### src/hw/rtl/srd_pkg.sv
// ----------------------------------------------------------------------------
// srd_pkg: shared types and constants of the reflectance detector
// Sample and threshold widths, phase codes, register indexes and the structs
// that travel between the detector's modules.
// ----------------------------------------------------------------------------
`default_nettype none

package srd_pkg;

    localparam int SAMPLE_BITS = 10;
    localparam int CHANNELS    = 4;
    localparam int INPUT_CHANS = 4;
    localparam int THR_BITS    = 10;
    localparam int MASK_BITS   = 4;
    localparam int CMP_BITS    = (SAMPLE_BITS > THR_BITS) ? SAMPLE_BITS : THR_BITS;

    localparam int ADDR_BITS   = 3;
    localparam int DATA_BITS   = 32;

    localparam logic [THR_BITS-1:0] WHITE_RESET = THR_BITS'(100);
    localparam logic [THR_BITS-1:0] BLACK_RESET = THR_BITS'(50);

    typedef enum logic [1:0] {
        PH_LED_ON  = 2'd0,
        PH_LIT     = 2'd1,
        PH_LED_OFF = 2'd2,
        PH_DECIDE  = 2'd3
    } t_phase;

    typedef enum logic [0:0] {
        REG_WHITE = 1'b0,
        REG_BLACK = 1'b1
    } t_reg_idx;

    typedef struct packed {
        logic [THR_BITS-1:0] white;
        logic [THR_BITS-1:0] black;
    } t_thr;

    typedef struct packed {
        logic   accept;
        t_phase phase;
    } t_lane_ctl;

    typedef struct packed {
        logic [MASK_BITS-1:0] tape_mask;
        logic                 led_on;
    } t_result;

endpackage

`default_nettype wire

### src/hw/rtl/srd_if.sv
// ----------------------------------------------------------------------------
// srd_in_if / srd_out_if: valid-ready channels of the reflectance detector
// The input channel carries a phase and four ADC samples per word; the
// output channel carries the tape mask and the LED level.
// ----------------------------------------------------------------------------
`default_nettype none

interface srd_in_if;
    logic                            valid;
    logic                            ready;
    logic [1:0]                      phase;
    logic [srd_pkg::SAMPLE_BITS-1:0] sample_right;
    logic [srd_pkg::SAMPLE_BITS-1:0] sample_mid;
    logic [srd_pkg::SAMPLE_BITS-1:0] sample_left;
    logic [srd_pkg::SAMPLE_BITS-1:0] sample_back;

    modport source (output valid, phase, sample_right, sample_mid, sample_left,
                    sample_back, input ready);
    modport sink   (input valid, phase, sample_right, sample_mid, sample_left,
                    sample_back, output ready);
endinterface

interface srd_out_if;
    logic                          valid;
    logic                          ready;
    logic [srd_pkg::MASK_BITS-1:0] tape_mask;
    logic                          led_on;

    modport source (output valid, tape_mask, led_on, input ready);
    modport sink   (input valid, tape_mask, led_on, output ready);
endinterface

`default_nettype wire

### src/hw/rtl/srd_cfg.sv
// ----------------------------------------------------------------------------
// srd_cfg: threshold registers behind an APB-style port
// Holds the white and black difference thresholds; writes land in the
// access phase and reads return the addressed register.
// ----------------------------------------------------------------------------
`default_nettype none

module srd_cfg (
    input  wire logic                          i_clk,
    input  wire logic                          i_rst_n,
    input  wire logic                          psel,
    input  wire logic                          penable,
    input  wire logic                          pwrite,
    input  wire logic [srd_pkg::ADDR_BITS-1:0] paddr,
    input  wire logic [srd_pkg::DATA_BITS-1:0] pwdata,
    output logic      [srd_pkg::DATA_BITS-1:0] prdata,
    output logic                               pready,
    output srd_pkg::t_thr                      o_thr
);
    import srd_pkg::*;

    t_thr     r_thr;
    t_thr     n_thr;
    t_reg_idx w_idx;
    logic     w_wr;

    assign pready = 1'b1;
    assign w_idx  = t_reg_idx'(paddr[2]);
    assign w_wr   = psel && penable && pwrite && pready;

    always_comb begin
        n_thr = r_thr;
        if (w_wr) begin
            unique case (w_idx)
                REG_WHITE: n_thr.white = pwdata[THR_BITS-1:0];
                REG_BLACK: n_thr.black = pwdata[THR_BITS-1:0];
                default:   n_thr = r_thr;
            endcase
        end
    end

    always_ff @(posedge i_clk) begin
        if (!i_rst_n) begin
            r_thr.white <= WHITE_RESET;
            r_thr.black <= BLACK_RESET;
        end else begin
            r_thr <= n_thr;
        end
    end

    always_comb begin
        unique case (w_idx)
            REG_WHITE: prdata = DATA_BITS'(r_thr.white);
            REG_BLACK: prdata = DATA_BITS'(r_thr.black);
            default:   prdata = '0;
        endcase
    end

    assign o_thr = r_thr;

endmodule

`default_nettype wire

### src/hw/rtl/srd_lane.sv
// ----------------------------------------------------------------------------
// srd_lane: one channel of the synchronous detector
// Stores the lit sample, takes the absolute lit/dark difference and decides
// tape or white against the threshold that the last decision selected.
// ----------------------------------------------------------------------------
`default_nettype none

module srd_lane (
    input  wire logic                            i_clk,
    input  wire logic                            i_rst_n,
    input  wire srd_pkg::t_lane_ctl              i_ctl,
    input  wire logic [srd_pkg::SAMPLE_BITS-1:0] i_sample,
    input  wire srd_pkg::t_thr                   i_thr,
    output logic                                 o_tape_next
);
    import srd_pkg::*;

    logic [SAMPLE_BITS-1:0] r_lit;
    logic [SAMPLE_BITS-1:0] n_lit;
    logic                   r_use_black;
    logic                   n_use_black;
    logic                   r_tape;
    logic                   n_tape;
    logic [SAMPLE_BITS-1:0] w_diff;
    logic [THR_BITS-1:0]    w_thr;
    logic                   w_white;

    assign w_diff  = (i_sample >= r_lit) ? (i_sample - r_lit) : (r_lit - i_sample);
    assign w_thr   = r_use_black ? i_thr.black : i_thr.white;
    assign w_white = CMP_BITS'(w_diff) > CMP_BITS'(w_thr);

    always_comb begin
        n_lit       = r_lit;
        n_use_black = r_use_black;
        n_tape      = r_tape;
        if (i_ctl.accept) begin
            case (i_ctl.phase)
                PH_LIT: n_lit = i_sample;
                PH_DECIDE: begin
                    n_use_black = w_white;
                    n_tape      = !w_white;
                end
                default: n_lit = r_lit;
            endcase
        end
    end

    always_ff @(posedge i_clk) begin
        if (!i_rst_n) begin
            r_lit       <= '0;
            r_use_black <= 1'b0;
            r_tape      <= 1'b0;
        end else begin
            r_lit       <= n_lit;
            r_use_black <= n_use_black;
            r_tape      <= n_tape;
        end
    end

    assign o_tape_next = n_tape;

endmodule

`default_nettype wire

### src/hw/rtl/srd_merge.sv
// ----------------------------------------------------------------------------
// srd_merge: result merge and output buffer
// Packs the lane decisions into the tape mask, tracks the LED level and
// holds results in an output register backed by a skid register.
// ----------------------------------------------------------------------------
`default_nettype none

module srd_merge (
    input  wire logic                         i_clk,
    input  wire logic                         i_rst_n,
    input  wire srd_pkg::t_lane_ctl           i_ctl,
    input  wire logic [srd_pkg::CHANNELS-1:0] i_tape_next,
    output logic                              o_in_ready,
    srd_out_if.source                         o_out
);
    import srd_pkg::*;

    logic                 r_led;
    logic                 n_led;
    logic [MASK_BITS-1:0] w_mask;
    t_result              w_res;
    t_result              r_out;
    logic                 r_out_valid;
    t_result              r_skid;
    logic                 r_skid_valid;

    for (genvar b = 0; b < MASK_BITS; b++) begin : g_mask
        if (b < CHANNELS) begin : g_lane
            assign w_mask[b] = i_tape_next[b];
        end else begin : g_none
            assign w_mask[b] = 1'b0;
        end
    end

    always_comb begin
        n_led = r_led;
        if (i_ctl.accept) begin
            case (i_ctl.phase)
                PH_LED_ON:  n_led = 1'b1;
                PH_LED_OFF: n_led = 1'b0;
                default:    n_led = r_led;
            endcase
        end
    end

    assign w_res.tape_mask = w_mask;
    assign w_res.led_on    = n_led;
    assign o_in_ready      = !r_skid_valid;

    always_ff @(posedge i_clk) begin
        if (!i_rst_n) begin
            r_led        <= 1'b0;
            r_out_valid  <= 1'b0;
            r_skid_valid <= 1'b0;
        end else begin
            r_led <= n_led;
            if (!r_out_valid || o_out.ready) begin
                r_out_valid  <= r_skid_valid || i_ctl.accept;
                r_skid_valid <= 1'b0;
            end else if (i_ctl.accept) begin
                r_skid_valid <= 1'b1;
            end
        end
    end

    always_ff @(posedge i_clk) begin
        if (!r_out_valid || o_out.ready) begin
            r_out <= r_skid_valid ? r_skid : w_res;
        end else if (i_ctl.accept) begin
            r_skid <= w_res;
        end
    end

    assign o_out.valid     = r_out_valid;
    assign o_out.tape_mask = r_out.tape_mask;
    assign o_out.led_on    = r_out.led_on;

endmodule

`default_nettype wire

### src/hw/rtl/synchronous_reflectance_detector.sv
// ----------------------------------------------------------------------------
// synchronous_reflectance_detector: four-channel LED on/off tape detector
// Top level: threshold registers, one detector lane per channel, and the
// merge stage that packs and buffers the result word.
// ----------------------------------------------------------------------------
// The block takes one input word every clock cycle while input ready is high
// and returns exactly one result word per input word, registered when it is
// accepted. Each channel has its own lane, so all four decisions of a word are
// made in the cycle it is accepted; the result goes into an output register
// backed by one skid register, and input ready drops only while both hold
// words that the sink has not taken. Thresholds should be written while no
// word is in flight. There is no clearing pass after reset.
`default_nettype none

module synchronous_reflectance_detector (
    input  wire logic                          i_clk,
    input  wire logic                          i_rst_n,
    srd_in_if.sink                             i_in,
    srd_out_if.source                          o_out,
    input  wire logic                          psel,
    input  wire logic                          penable,
    input  wire logic                          pwrite,
    input  wire logic [srd_pkg::ADDR_BITS-1:0] paddr,
    input  wire logic [srd_pkg::DATA_BITS-1:0] pwdata,
    output logic      [srd_pkg::DATA_BITS-1:0] prdata,
    output logic                               pready
);
    import srd_pkg::*;

    t_thr                   w_thr;
    t_lane_ctl              w_ctl;
    logic                   w_in_ready;
    logic [CHANNELS-1:0]    w_tape_next;
    logic [SAMPLE_BITS-1:0] w_sample [CHANNELS];

    srd_cfg u_cfg (
        .i_clk   (i_clk),
        .i_rst_n (i_rst_n),
        .psel    (psel),
        .penable (penable),
        .pwrite  (pwrite),
        .paddr   (paddr),
        .pwdata  (pwdata),
        .prdata  (prdata),
        .pready  (pready),
        .o_thr   (w_thr)
    );

    assign i_in.ready   = w_in_ready;
    assign w_ctl.accept = i_in.valid && w_in_ready;
    assign w_ctl.phase  = t_phase'(i_in.phase);

    for (genvar ch = 0; ch < CHANNELS; ch++) begin : g_lane
        if (ch == 0) begin : g_right
            assign w_sample[ch] = i_in.sample_right;
        end else if (ch == 1) begin : g_mid
            assign w_sample[ch] = i_in.sample_mid;
        end else if (ch == 2) begin : g_left
            assign w_sample[ch] = i_in.sample_left;
        end else if (ch == 3) begin : g_back
            assign w_sample[ch] = i_in.sample_back;
        end else begin : g_none
            assign w_sample[ch] = '0;
        end

        srd_lane u_lane (
            .i_clk       (i_clk),
            .i_rst_n     (i_rst_n),
            .i_ctl       (w_ctl),
            .i_sample    (w_sample[ch]),
            .i_thr       (w_thr),
            .o_tape_next (w_tape_next[ch])
        );
    end

    srd_merge u_merge (
        .i_clk       (i_clk),
        .i_rst_n     (i_rst_n),
        .i_ctl       (w_ctl),
        .i_tape_next (w_tape_next),
        .o_in_ready  (w_in_ready),
        .o_out       (o_out)
    );

endmodule

`default_nettype wire

### src/flat_wrapper.sv
// flat-port wrapper written by rule: the top's interface ports become plain ports
module synchronous_reflectance_detector_flat import srd_pkg::*;
  (i_clk, i_rst_n, psel, penable, pwrite, paddr, pwdata, prdata, pready, i_in_valid, i_in_phase, i_in_sample_right, i_in_sample_mid, i_in_sample_left, i_in_sample_back, i_in_ready, o_out_valid, o_out_tape_mask, o_out_led_on, o_out_ready);
  srd_in_if i_in_i ();
  srd_out_if o_out_i ();
  input  wire logic i_clk;
  input  wire logic i_rst_n;
  input  wire logic psel;
  input  wire logic penable;
  input  wire logic pwrite;
  input  wire logic [srd_pkg::ADDR_BITS-1:0] paddr;
  input  wire logic [srd_pkg::DATA_BITS-1:0] pwdata;
  output logic      [srd_pkg::DATA_BITS-1:0] prdata;
  output logic pready;
  input wire logic [$bits(i_in_i.valid)-1:0] i_in_valid;
  input wire logic [$bits(i_in_i.phase)-1:0] i_in_phase;
  input wire logic [$bits(i_in_i.sample_right)-1:0] i_in_sample_right;
  input wire logic [$bits(i_in_i.sample_mid)-1:0] i_in_sample_mid;
  input wire logic [$bits(i_in_i.sample_left)-1:0] i_in_sample_left;
  input wire logic [$bits(i_in_i.sample_back)-1:0] i_in_sample_back;
  output wire logic [$bits(i_in_i.ready)-1:0] i_in_ready;
  output wire logic [$bits(o_out_i.valid)-1:0] o_out_valid;
  output wire logic [$bits(o_out_i.tape_mask)-1:0] o_out_tape_mask;
  output wire logic [$bits(o_out_i.led_on)-1:0] o_out_led_on;
  input wire logic [$bits(o_out_i.ready)-1:0] o_out_ready;
  assign i_in_i.valid = i_in_valid;
  assign i_in_i.phase = i_in_phase;
  assign i_in_i.sample_right = i_in_sample_right;
  assign i_in_i.sample_mid = i_in_sample_mid;
  assign i_in_i.sample_left = i_in_sample_left;
  assign i_in_i.sample_back = i_in_sample_back;
  assign i_in_ready = i_in_i.ready;
  assign o_out_valid = o_out_i.valid;
  assign o_out_tape_mask = o_out_i.tape_mask;
  assign o_out_led_on = o_out_i.led_on;
  assign o_out_i.ready = o_out_ready;
  synchronous_reflectance_detector u_core (.i_clk(i_clk), .i_rst_n(i_rst_n), .i_in(i_in_i), .o_out(o_out_i), .psel(psel), .penable(penable), .pwrite(pwrite), .paddr(paddr), .pwdata(pwdata), .prdata(prdata), .pready(pready));
endmodule
### config.mk
export PLATFORM = sky130hd
export DESIGN_NAME = synchronous_reflectance_detector_flat
export DESIGN_NICKNAME = d
export VERILOG_FILES = /design/src/hw/rtl/srd_pkg.sv /design/src/hw/rtl/srd_if.sv /design/src/hw/rtl/srd_cfg.sv /design/src/hw/rtl/srd_lane.sv /design/src/hw/rtl/srd_merge.sv /design/src/hw/rtl/synchronous_reflectance_detector.sv /design/src/flat_wrapper.sv
export SDC_FILE = /design/constraint.sdc
export NUM_CORES = 1
export LEC_CHECK = 0
export ABC_CLOCK_PERIOD_IN_PS = 3500
export BUFFER_PORTS_ARGS = -buffer_cell sky130_fd_sc_hd__buf_4
export CAP_MARGIN = 25
export CORE_MARGIN = 2
export CORE_UTILIZATION = 36
export DETAILED_ROUTE_END_ITERATION = 6
export PLACE_DENSITY_LB_ADDON = 0.1
export SETUP_SLACK_MARGIN = 0.4
export SLEW_MARGIN = 10
export SYNTH_ARGS = -nofsm -noshare
export SYNTH_HDL_FRONTEND = slang
export SYNTH_HIERARCHICAL = 1
export SYNTH_SLANG_ARGS = --single-unit
### constraint.sdc
create_clock -name i_clk -period 3.5 [get_ports i_clk]
set_input_delay 0.35 -clock i_clk [delete_from_list [all_inputs] [get_ports i_clk]]
set_output_delay 0.35 -clock i_clk [all_outputs]
set_load 0.01 [all_outputs]
==> results of run 1 <==
==> flip-flops by register name, indices dropped and copies added, names as in the netlist <==
| register | cells |
|---|---|
| u_core/u_merge/o_out.tape_mask | 4 |
| u_core/u_cfg/o_thr | 20 |
| u_core/u_merge/r_led | 1 |
| u_core/g_lane.u_lane/r_lit | 40 |
| u_core/u_merge/r_skid | 5 |
| u_core/g_lane.u_lane/r_use_black | 4 |
| u_core/u_merge/o_out.valid | 1 |
| u_core/u_merge/o_out.led_on | 1 |
| u_core/g_lane.u_lane/r_tape | 4 |
| u_core/u_merge/r_skid_valid | 1 |
==> Yosys cell counts (3+ instances only) <==
cell type	number
nand4_1	11
nor2b_1	21
mux2_2	21
and3_1	3
nor3b_1	5
inv_1	98
or2_2	4
o211a_1	4
nand2b_1	5
xor2_1	16
a311oi_1	8
o22ai_1	8
clkbuf_1	15
xnor2_1	14
buf_4	24
buf_6	5
a21o_1	37
nand2_1	125
o21a_1	12
and2_1	6
a21boi_0	41
o21bai_1	6
o21ai_0	28
fa_1	8
nor2_1	35
o21ai_1	4
mux2i_1	85
edfxtp_1	10
nor3b_2	3
nand3_1	11
a221oi_1	4
buf_2	13
a31oi_1	15
dfxtp_1	71
nor3_1	6
a21oi_1	57
ha_1	116
==> critical path: stages (launching register included) <==
cell and delay [ps]:
dfxtp_2 360, ha_4 140, inv_4 30, fa_2 330, a21o_1 170, a21oi_2 180
nor3b_4 70, nor3_2 220, buf_6 180, mux2i_1 220, xor2_1 110, ha_1 300
nand4_1 100, buf_4 150, o211a_1 230, a311oi_2 250, nor2_1 100, mux2_4 270
==> cell families (layout without fill, tap and decap cells) <==
family / count (synthesis) / in the layout / synth area share
AND/OR/NAND/NOR: 247 / 247 / 0.1427
AO/OA/AOI/OAI: 239 / 239 / 0.1928
other: 2 / 23 / 0.0009104
adder cells (fa/ha/maj): 124 / 124 / 0.1954
buffers and inverters: 158 / 368 / 0.08964
flip-flops: 81 / 81 / 0.2087
multiplexers: 110 / 110 / 0.1380
XOR/XNOR: 30 / 30 / 0.03185
==> layer usage <==
| metal | track usage | vias to the layer above | share of wire |
|---|---|---|---|
| li1 | - | 3855 | - |
| met3 | 0.02312 | 12 | 0.036 |
| met4 | 0.04063 | 0 | 0.0090 |
| met1 | 0.2712 | 3379 | 0.52 |
| met5 | 0 | - | 0 |
| met2 | 0.3021 | 111 | 0.43 |
==> worst max-delay path by stage <==
stage,cells after the start,slack (ps),endpoint
after floorplan,19,5,u_core/u_merge/o_out.tape_mask[0]$_DFFE_PP_
after global placement,20,-380,u_core/u_merge/o_out.tape_mask[0]$_DFFE_PP_
after detailed placement,20,-410,u_core/u_merge/o_out.tape_mask[1]$_DFFE_PP_
after CTS,18,-190,u_core/u_merge/o_out.tape_mask[0]$_DFFE_PP_
after global routing,17,-370,u_core/u_merge/o_out.tape_mask[1]$_DFFE_PP_
final,17,-160,u_core/u_merge/o_out.tape_mask[0]$_DFFE_PP_
==> repair_timing <==
action | CTS | global route
setup endpoints to repair | 16 | 16
cloned | 2 | 0
gates resized for setup | 17 | 34
pin swaps | 32 | 23
buffers inserted | 5 | 5
==> final cells by class <==
| cell class | count | share of cell area |
|---|---|---|
| Tap cell | 285 | 0.03278 |
| Inverter | 99 | 0.03900 |
| Clock inverter | 7 | 0.005522 |
| Clock buffer | 9 | 0.02071 |
| Timing Repair Buffer | 253 | 0.1763 |
| Sequential cell | 81 | 0.1587 |
| Multi-Input combinational cell | 773 | 0.5669 |
==> through the flow <==
step / total power, mW / utilization / std cells
finish: 3.254 / 0.4819 / 1507
global route: 3.488 / 0.4819 / 1507
CTS: 3.245 / 0.4736 / 1502
detailed placement: 2.238 / 0.4559 / 1479
global placement: 2.233 / 0.4559 / 1479
floorplan: 1.802 / - / 1012
==> power by group through the flow <==
stage | logic (mW) | clock network [mW] | registers (mW)
2_1_floorplan | 0.778 | 0 | 1.02
3_3_place_gp | 1.19 | 0 | 1.04
3_5_place_dp | 1.20 | 0 | 1.04
4_1_cts | 1.23 | 0.993 | 1.02
5_1_grt | 1.43 | 1.03 | 1.03
6_report | 1.27 | 0.958 | 1.02
==> impl_results.md, run 1 <==
- Status: complete, but fails checks
- Failing checks: negative setup slack
- Worst R2R Setup Slack: -160 ps
- Final Skew: 10.02 ps
- Root Driver: clkbuf_16
- Largest net degree at the start of global routing: 86
- Min-Delay Path Depth: 3
- First-pass GRT wire length: 36,630 um
- Ys Warns: 6
- CP Capture Type: flip-flop
- Crit path max fanout: 5
- Most used DFF post-synth: dfxtp_1
- Mean Syn Cell Area: 8.324 um^2
- First-pass DRT Iterations: 4
- Largest cells by area after synthesis: ha_1 18%, dfxtp_1 17%, mux2i_1 10%
- Clock-pin slew on the worst setup and hold paths: 70 ps
- Worst hold start: pwdata[1]
- Worst Hold Class: primary input to flip-flop
- Number of flops mapped to enable cells by yosys: 10
- Most frequent cells in the layout: 248 x buf_4, 125 x nand2_1, 111 x ha_1
- Worst vdd ir: 0.0002018 V
- Setup slack at placement: -413.2 ps
- Combined area of the multi-input logic cells: 0.006166 mm^2
- Sequential fraction of the synthesis area: 0.2087
- Final Cycle Share: 1.046
- Sequential Power Share: 0.314
- TritonCTS clock tree: built
- Final Hold Vio Count: 0
- Post-Synthesis Cell Area: 0.008249 mm^2
- Initial antenna violation count: 0
- Vias per std cell: between 4 and 5
- Area grow syn2layout: 31.85%
- Diodes inserted: 0
- DRT iter0 DRCs: 364
- Hold buffer count at cts: 0
- H-tree depth: 3
- Design area: 0.01088 mm^2
- P_int: 2.141 mW
- Rows: 55
- CP arrival: 3770 ps
- WHS: 259.2 ps
- WL/cell: 14.81 um
- Worst r2r dst: u_core/u_merge/o_out.tape_mask[0]$_DFFE_PP_
- Filler instances: ~2,200
- CTS buffer count: 9
- I/O pin cnt: 124
- LEAKAGE: 4.851 nW
- Commonest non-fill, non-tap cell in the layout: buf_4
- Number of I/O port buffers: 76
- Routed WL: around 22,000 um
- Async set-reset flop share out of synthesis: 0
- Post-DP HPWL: 17,080 um
- Routed Antenna Nets: 0
- Net Sw Frac: 0.3420
- Post-Route Setup TNS: -550.0 ps
- Dpl cell area: 0.01029 mm^2
- Setup WS post-layout: -162.1 ps
- Gr ovfl total: 0
- Clock latency on the worst-skew pair: 350 ps
- Fin crit period: roughly 3700 ps
- Die height: 155.4 um
- Vias in the first global route: 7,301
- Largest area contributor in the netlist: ha_1
- Reg2Reg Launch Point: u_core/g_lane[0].u_lane/r_lit[0]$_SDFFE_PN0P_
- FF-to-FF path depth: 17
- Highest clock rate: 273.1 MHz
- Req. time, crit path: roughly 3600 ps
- Final net count: 1,425
- Setup crit start: u_core/g_lane[0].u_lane/r_lit[0]$_SDFFE_PN0P_
- Worst Max-Slew Pin Slew: 830.1 ps
- Die ar.: 0.02414 mm^2
- Synthesis-stage register bit count: 81
- Library cells used by synthesis: 64
- RSZ-0062 raised after global routing: yes
- Final setup violation count: 5
- Hold Path Sink: u_core/u_cfg/o_thr[11]$_SDFFE_PN0P_
- Starting density of the core: 0.3655
- Routed via count: around 7,400
- Max Cap Viol: 0
- Pins Over Slew Limit: 0
- Area share of the largest cell type after synthesis: 0.1759
- Sequential Area: 0.001727 mm^2
- Clock Sinks: 81
- Core footprint: ~0.023 mm^2
- P_sw: 1.113 mW
- Clock power frac: 0.294
- Slew margin rel.: 0.4466
- Logic pwr share: 0.392
- Crit path kind: flip-flop to flip-flop
- Ratio of cells with drive above 1 in the final layout: 0.3036
- Critical Path Start Type: flip-flop
- Placer Congestion: 0.8249
- Drc violations: 0
- Die width: 155.4 um
- Clock Path Buffers: 2
- PwrDens: approximately 300 mW/mm^2
- GRT Util Overall: 0.1885
- Synth Instances: 991
(Power assumes the default switching activity.)
==> run 2: changes to the inputs <==
--- a/config.mk
+++ b/config.mk
@@ -11,7 +11,7 @@
 export CORE_MARGIN = 2
 export CORE_UTILIZATION = 36
 export DETAILED_ROUTE_END_ITERATION = 6
-export PLACE_DENSITY_LB_ADDON = 0.1
+export PLACE_DENSITY_LB_ADDON = 0.08
 export SETUP_SLACK_MARGIN = 0.4
 export SLEW_MARGIN = 10
 export SYNTH_ARGS = -nofsm -noshare
==> run 2 against run 1 <==
Against the previous run:
- the run still ends with negative setup slack left
- clock power up 3.9%
- critical path depth unchanged
- sequential cell count unchanged
- fmax down 1.4%
- total power is 0.19% higher
- largest cell class unchanged
- final area down 0.85%
- sequential power hardly changed
- critical endpoint is now u_core/u_merge/o_out.tape_mask[3]$_DFFE_PP_
- sequential share of layout area grew 0.18 points
- die area did not move
- cell count fell by 0.20%
- critical path type unchanged
==> impl_results.md, run 2 (synthesis results as in run 1) <==
- Status: complete, but fails checks (unchanged)
- Failing checks: negative setup slack (unchanged)
- LEAKAGE: 4.820 nW (was 4.851 nW)
- CTS buffer count: 9 (unchanged)
- Critical Path Start Type: flip-flop (unchanged)
- Crit path kind: flip-flop to flip-flop (unchanged)
- Min-Delay Path Depth: 3 (unchanged)
- First-pass GRT wire length: 36,800 um (was 36,630 um)
- Core Util, Final: 0.4778 (was 0.4819)
- Req. time, crit path: 3600 ps (about the same)
- Final setup violation count: 7 (was 5)
- Highest clock rate: 269.3 MHz (was 273.1 MHz)
- Most frequent cells in the layout: 241 x buf_4, 125 x nand2_1, 112 x ha_1 (was 248 x buf_4, 125 x nand2_1, 111 x ha_1)
- Reg with most FFs: u_core/g_lane.u_lane/r_lit (unchanged)
- Area grow syn2layout: 30.73% (was 31.85%)
- CP Capture Type: flip-flop (unchanged)
- GRT Util Overall: 0.1893 (was 0.1885)
- Post-Route Setup TNS: -836.0 ps (was -550.0 ps)
- Crit path max fanout: 3 (was 5)
- Max FFs per register: 40 (unchanged)
- Clock Path Buffers: 2 (unchanged)
- Initial antenna violation count: 0 (unchanged)
- Drc violations: 0 (unchanged)
- TritonCTS clock tree: built (unchanged)
- Die width: 155.4 um (unchanged)
- Max Cap Viol: 0 (unchanged)
- Fin crit period: 3714 ps (was 3662 ps)
- Worst vdd ir: 0.0002088 V (was 0.0002018 V)
- Ratio of cells with drive above 1 in the final layout: 0.2920 (was 0.3036)
- Worst Hold Class: primary input to flip-flop (unchanged)
- Worst hold start: pwdata[6] (was pwdata[1])
- WL/cell: 15.02 um (was 14.81 um)
- H-tree depth: 3 (unchanged)
- Grt met3 use: 0.01978 (was 0.02312)
- Vias per std cell: 4.898 (was 4.882)
- CP arrival: 3810 ps (was 3770 ps)
- Rows: 55 (unchanged)
- WHS: 271.9 ps (was 259.2 ps)
- Pins Over Slew Limit: 0 (unchanged)
- Worst Max-Slew Pin Slew: 796.7 ps (was 830.1 ps)
- Met2 usage: 0.3093 (was 0.3021)
- RSZ-0062 raised after global routing: yes (unchanged)
- DRT iter0 DRCs: 222 (was 364)
- I/O pin cnt: 124 (unchanged)
- Setup WS post-layout: -214.0 ps (was -162.1 ps)
- FF-to-FF path depth: 17 (unchanged)
- Die ar.: 0.02414 mm^2 (unchanged)
- Worst R2R Setup Slack: -210 ps (was -160 ps)
- Gr ovfl total: 0 (unchanged)
- Commonest non-fill, non-tap cell in the layout: buf_4 (unchanged)
- Placer Congestion: 0.8560 (was 0.8249)
- Final Hold Vio Count: 0 (unchanged)
- Post-DP HPWL: 17,370 um (was 17,080 um)
- GR Util met1: 0.2712 (about the same)
- Diodes inserted: 0 (unchanged)
- Root Driver: clkbuf_16 (unchanged)
- Filler instances: 2,297 (was 2,242)
- Final Cycle Share: 1.061 (was 1.046)
- Slew margin rel.: 0.4689 (was 0.4466)
- Reg2Reg Launch Point: u_core/g_lane[3].u_lane/r_lit[0]$_SDFFE_PN0P_ (was u_core/g_lane[0].u_lane/r_lit[0]$_SDFFE_PN0P_)
- Die height: 155.4 um (unchanged)
- Clock Sinks: 81 (unchanged)
- Worst r2r dst: u_core/u_merge/o_out.tape_mask[3]$_DFFE_PP_ (was u_core/u_merge/o_out.tape_mask[0]$_DFFE_PP_)
- Clock latency on the worst-skew pair: 350 ps (about the same)
- Final Skew: 7.738 ps (was 10.02 ps)
- First-pass DRT Iterations: 4 (unchanged)
- Global routing's busiest layer: met2 (unchanged)
- Clock-pin slew on the worst setup and hold paths: 70 ps (about the same)
- Largest net degree at the start of global routing: 67 (was 86)
- PwrDens: 302.3 mW/mm^2 (was 299.1 mW/mm^2)
- Final net count: 1,422 (was 1,425)
- Hold buffer count at cts: 0 (unchanged)
- Vias in the first global route: 7,312 (was 7,301)
- Hold Path Sink: u_core/u_cfg/o_thr[6]$_SDFFE_PN0P_ (was u_core/u_cfg/o_thr[11]$_SDFFE_PN0P_)
- Routed Antenna Nets: 0 (unchanged)
- Core footprint: 0.02257 mm^2 (unchanged)
- Number of I/O port buffers: 76 (unchanged)
- Starting density of the core: 0.3655 (unchanged)
- Routed WL: 22,590 um (was 22,320 um)
- Routed via count: 7,367 (was 7,357)
==> run 2: cell count changes in the layout (fill, tap and decap cells not counted), sizes merged <==
cell      change
buf           -3
clkinvlp      +2
inv           -2
bufinv        +1
clkinv        -1
==> run 2: how the worst max path moves through the flow <==
stage / slack (ps) / depth (start not counted) / to / startpoint
detailed placement: -380 / 18 / u_core/u_merge/o_out.tape_mask[3]$_DFFE_PP_ / i_in_sample_back[0]
global route: -420 / 17 / u_core/u_merge/o_out.tape_mask[3]$_DFFE_PP_ / u_core/g_lane[3].u_lane/r_lit[0]$_SDFFE_PN0P_
CTS: -170 / 18 / u_core/u_merge/o_out.tape_mask[0]$_DFFE_PP_ / u_core/g_lane[0].u_lane/r_lit[0]$_SDFFE_PN0P_
global placement: -360 / 20 / u_core/u_merge/o_out.tape_mask[1]$_DFFE_PP_ / i_in_sample_mid[0]
floorplan: 5 / 19 / u_core/u_merge/o_out.tape_mask[0]$_DFFE_PP_ / i_in_sample_right[0]
finish: -210 / 17 / u_core/u_merge/o_out.tape_mask[3]$_DFFE_PP_ / u_core/g_lane[3].u_lane/r_lit[0]$_SDFFE_PN0P_
==> run 2: repair_timing <==
item                                    CTS  global route
pin swaps                                21            26
cloned                                    3             0
endpoints found under the hold margin     0             0
resized for setup                        13            27
buffers inserted                          3             5
endpoints found under the setup margin   16            16
==> run 2: critical path: stages, from the launching register on <==
cell	delay, ps
dfxtp_2	360
ha_4	130
inv_2	30
fa_2	350
a21o_1	210
a221o_1	330
a211oi_4	250
buf_6	140
buf_6	100
mux2i_2	210
xnor2_1	90
ha_1	270
and4_1	210
a31oi_1	90
o21ai_1	130
o221a_2	240
nor2_2	50
mux2_4	270
==> run 2: per-stage QoR <==
stage / total power, mW / instance area [um^2] / cells / setup WS (ps)
2_1_floorplan: 1.802 / 8498 / 1012 / 4.911
3_3_place_gp: 2.231 / 10270 / 1477 / -357.1
3_5_place_dp: 2.237 / 10270 / 1477 / -382.0
4_1_cts: 3.277 / 10660 / 1499 / -173.9
5_1_grt: 3.492 / 10780 / 1504 / -422.0
6_report: 3.260 / 10780 / 1504 / -214.0
==> run 2: final cells by class <==
cell class | instances | area [um^2] | share of cell area
multi-input cells | 773 | 6076 | 0.5634
repair buffers | 250 | 1898 | 0.1760
flip-flops and latches | 81 | 1732 | 0.1606
inverters | 99 | 426.7 | 0.03956
well taps | 285 | 356.6 | 0.03307
clock buffers | 9 | 225.2 | 0.02088
clock inverters | 7 | 70.07 | 0.006497
==> run 2: routing by layer <==
layer	vias to the layer above	wire (um)
met5	-	0
met4	0	167
met3	12	837
met2	121	10020
met1	3382	11570
li1	3852	-
==> run 2: report_power, final <==
part | total (mW) | internal, mW | switching (mW)
combinational | 1.24 | 0.647 | 0.597
sequential | 1.02 | 0.978 | 0.0431
clock | 0.995 | 0.553 | 0.442
==> run 3: changes to the inputs <==
--- a/config.mk
+++ b/config.mk
@@ -12,6 +12,7 @@
 export CORE_UTILIZATION = 36
 export DETAILED_ROUTE_END_ITERATION = 6
 export PLACE_DENSITY_LB_ADDON = 0.08
+export RECOVER_POWER = 100
 export SETUP_SLACK_MARGIN = 0.4
 export SLEW_MARGIN = 10
 export SYNTH_ARGS = -nofsm -noshare
==> run 3 against run 2 <==
Against the previous run:
- the flow finishes with violations (max-capacitance violations, max-slew violations, negative setup slack)
- sequential share of layout area up 0.082 points
- worst hold slack worse by 3.3 ps
- via count down 0.76%
- sequential cell count unchanged
- register-to-register slack about the same
- total power down 0.23%
- first-iteration DRC count up 4.5%
- wire length about the same
- count of clock-buffer cells in the layout unchanged
- largest power group unchanged
==> impl_results.md, run 3 (synthesis results as in run 1) <==
- Crit path max fanout: 3 (unchanged)
- Clock Path Buffers: 2 (unchanged)
- CP max stage cell: dfxtp_2 (unchanged)
- Clock-pin slew on the worst setup and hold paths: 70 ps (about the same)
- CTS buffer count: 9 (unchanged)
- Critical Path Start Type: flip-flop (unchanged)
- Design Power: 3.252 mW (was 3.260 mW)
- Post-Route Setup TNS: -866.7 ps (was -836.0 ps)
- Routed WL: 22,590 um (about the same)
- TritonCTS clock tree: built (unchanged)
- Root Driver: clkbuf_16 (unchanged)
- GRT Util Overall: 0.1893 (unchanged)
- Fin crit period: 3721 ps (was 3714 ps)
- Die width: 155.4 um (unchanged)
- Dpl cell area: 0.01027 mm^2 (unchanged)
- Diodes inserted: 0 (unchanged)
- WL/cell: 15.02 um (about the same)
- Most frequent cells in the layout: 226 x buf_4, 125 x nand2_1, 112 x ha_1 (was 241 x buf_4, 125 x nand2_1, 112 x ha_1)
- First-pass GRT wire length: 36,800 um (unchanged)
- Crit path kind: flip-flop to flip-flop (unchanged)
- Net Sw Frac: 0.3329 (was 0.3320)
- Die height: 155.4 um (unchanged)
- CP arrival: 3830 ps (was 3810 ps)
- Worst R2R Setup Slack: -220 ps (was -210 ps)
- Drc violations: 0 (unchanged)
- Failing checks: max-capacitance violations, max-slew violations, negative setup slack (was negative setup slack)
- Largest net degree at the start of global routing: 67 (unchanged)
- Clock power frac: 0.306 (was 0.305)
- Crit-path cells: ha_4, inv_2, fa_2, a21o_1, a221o_1, a211oi_4, buf_6, buf_6, mux2i_2, xnor2_1, ha_1, and4_1, a31oi_1, o21ai_1, o221a_2, nor2_2, mux2_4 (unchanged)
- Critical Path Most Common Cell: buf_6 (unchanged)
- Final Skew: 9.898 ps (was 7.738 ps)
- Routed Antenna Nets: 0 (unchanged)
- Worst Path Buf+Inv: 3 (unchanged)
- Worst vdd ir: 0.0002090 V (was 0.0002088 V)
- Final Hold Vio Count: 0 (unchanged)
- Die ar.: 0.02414 mm^2 (unchanged)
- Reg with most FFs: u_core/g_lane.u_lane/r_lit (unchanged)
- Vias in the first global route: 7,312 (unchanged)
- Gr ovfl total: 0 (unchanged)
- Final Cycle Share: 1.063 (was 1.061)
- Rows: 55 (unchanged)
- Commonest non-fill, non-tap cell in the layout: buf_4 (unchanged)
- Routed via count: 7,311 (was 7,367)
- Worst Hold Class: primary input to flip-flop (unchanged)
- Max Cap Viol: 1 (was 0)
- Ratio of cells with drive above 1 in the final layout: 0.2765 (was 0.2920)
- Setup WS post-layout: -220.6 ps (was -214.0 ps)
- Placer Congestion: 0.8560 (unchanged)
- Core footprint: 0.02257 mm^2 (unchanged)
- Status: complete, but fails checks (unchanged)
- P_sw: 1.083 mW (was 1.082 mW)
- Req. time, crit path: 3610 ps (was 3600 ps)
- Pins Over Slew Limit: 67 (was 0)
- Hold buffer count at cts: 0 (unchanged)
- Clock latency on the worst-skew pair: 350 ps (about the same)
- First-pass DRT Iterations: 4 (unchanged)
- Clock Sinks: 81 (unchanged)
- Final setup violation count: 7 (unchanged)
- Critical Path Max Stage Delay: 360 ps (about the same)
- P_int: 2.169 mW (was 2.177 mW)
- Post-DP HPWL: 17,370 um (unchanged)
- Setup slack at placement: -382.0 ps (unchanged)
- Starting density of the core: 0.3655 (unchanged)
- H-tree depth: 3 (unchanged)
- Highest clock rate: 268.8 MHz (was 269.3 MHz)
- Area grow syn2layout: 30.06% (was 30.73%)
- CP Capture Type: flip-flop (unchanged)
- Filler instances: 2,313 (was 2,297)
- Top Family by Delay on Critical Path: compound AO/OA/AOI/OAI gates (unchanged)
- Logic pwr share: 0.380 (was 0.382)
- Max FFs per register: 40 (unchanged)
- I/O pin cnt: 124 (unchanged)
- Worst Max-Slew Pin Slew: 2850 ps (was 796.7 ps)
- Non-Filler Instances: 1,504 (unchanged)
- Core Util, Final: 0.4753 (was 0.4778)
- WHS: 268.6 ps (was 271.9 ps)
- Design area: 0.01073 mm^2 (was 0.01078 mm^2)
- RSZ-0062 raised after global routing: yes (unchanged)
- Sequential Power Share: 0.314 (was 0.313)
- Placed cells: 1,477 (unchanged)
- Slew margin rel.: -0.8997 (was 0.4689)
- PwrDens: 303.1 mW/mm^2 (was 302.3 mW/mm^2)
- Vias per std cell: 4.861 (was 4.898)
- Final net count: 1,422 (unchanged)
- Number of I/O port buffers: 76 (unchanged)
- DRT iter0 DRCs: 232 (was 222)
- LEAKAGE: 4.767 nW (was 4.820 nW)
- Initial antenna violation count: 0 (unchanged)
==> run 3: worst register-to-register path, stage by stage (launching register included) <==
cell and delay, ps:
dfxtp_2 360, ha_4 130, inv_2 30, fa_2 350, a21o_1 210, a221o_1 330, a211oi_4 250, buf_6 150
buf_6 100, mux2i_2 210, xnor2_1 90, ha_1 270, and4_1 210, a31oi_1 100, o21ai_1 140, o221a_2 240
nor2_2 50, mux2_4 260
==> run 3: layout make-up <==
| class | count | area (um^2) | area share |
|---|---|---|---|
| Clock buffer | 9 | 225.2 | 0.02099 |
| Sequential cell | 81 | 1732 | 0.1614 |
| Multi-Input combinational cell | 773 | 6076 | 0.5663 |
| Inverter | 99 | 426.7 | 0.03977 |
| Timing Repair Buffer | 250 | 1843 | 0.1718 |
| Clock inverter | 7 | 70.07 | 0.006531 |
| Tap cell | 285 | 356.6 | 0.03324 |
==> run 3: timing repair <==
item / in CTS / in global routing
setup endpoints to repair: 16 / 16
pin swaps: 21 / 26
gates cloned: 3 / 0
buffers inserted: 3 / 5
resized for setup: 13 / 27
==> run 3: routing by layer <==
| layer | part of all wire | GRT usage | up-vias |
|---|---|---|---|
| met5 | 0 | 0 | - |
| met4 | 0.0046 | 0.03713 | 0 |
| met3 | 0.039 | 0.01978 | 9 |
| met2 | 0.45 | 0.3093 | 110 |
| met1 | 0.51 | 0.2712 | 3341 |
| li1 | - | - | 3851 |
==> run 3: power by group through the flow <==
stage	combinational, mW	clock, mW	sequential (mW)
final	1.24	0.996	1.02
after global routing	1.39	1.07	1.03
after CTS	1.22	1.03	1.02
after detailed placement	1.20	0	1.04
after global placement	1.19	0	1.04
after floorplan	0.778	0	1.02
==> run 3: final timing paths <==
kind,startpoint,to,cells past startpoint
hold reg to reg,u_core/g_lane[3].u_lane/r_lit[9]$_SDFFE_PN0P_,u_core/g_lane[3].u_lane/r_lit[9]$_SDFFE_PN0P_,2
setup reg to reg,u_core/g_lane[3].u_lane/r_lit[0]$_SDFFE_PN0P_,u_core/u_merge/o_out.tape_mask[3]$_DFFE_PP_,17
setup / recovery,u_core/g_lane[3].u_lane/r_lit[0]$_SDFFE_PN0P_,u_core/u_merge/o_out.tape_mask[3]$_DFFE_PP_,17
hold / removal,pwdata[1],u_core/u_cfg/o_thr[11]$_SDFFE_PN0P_,3
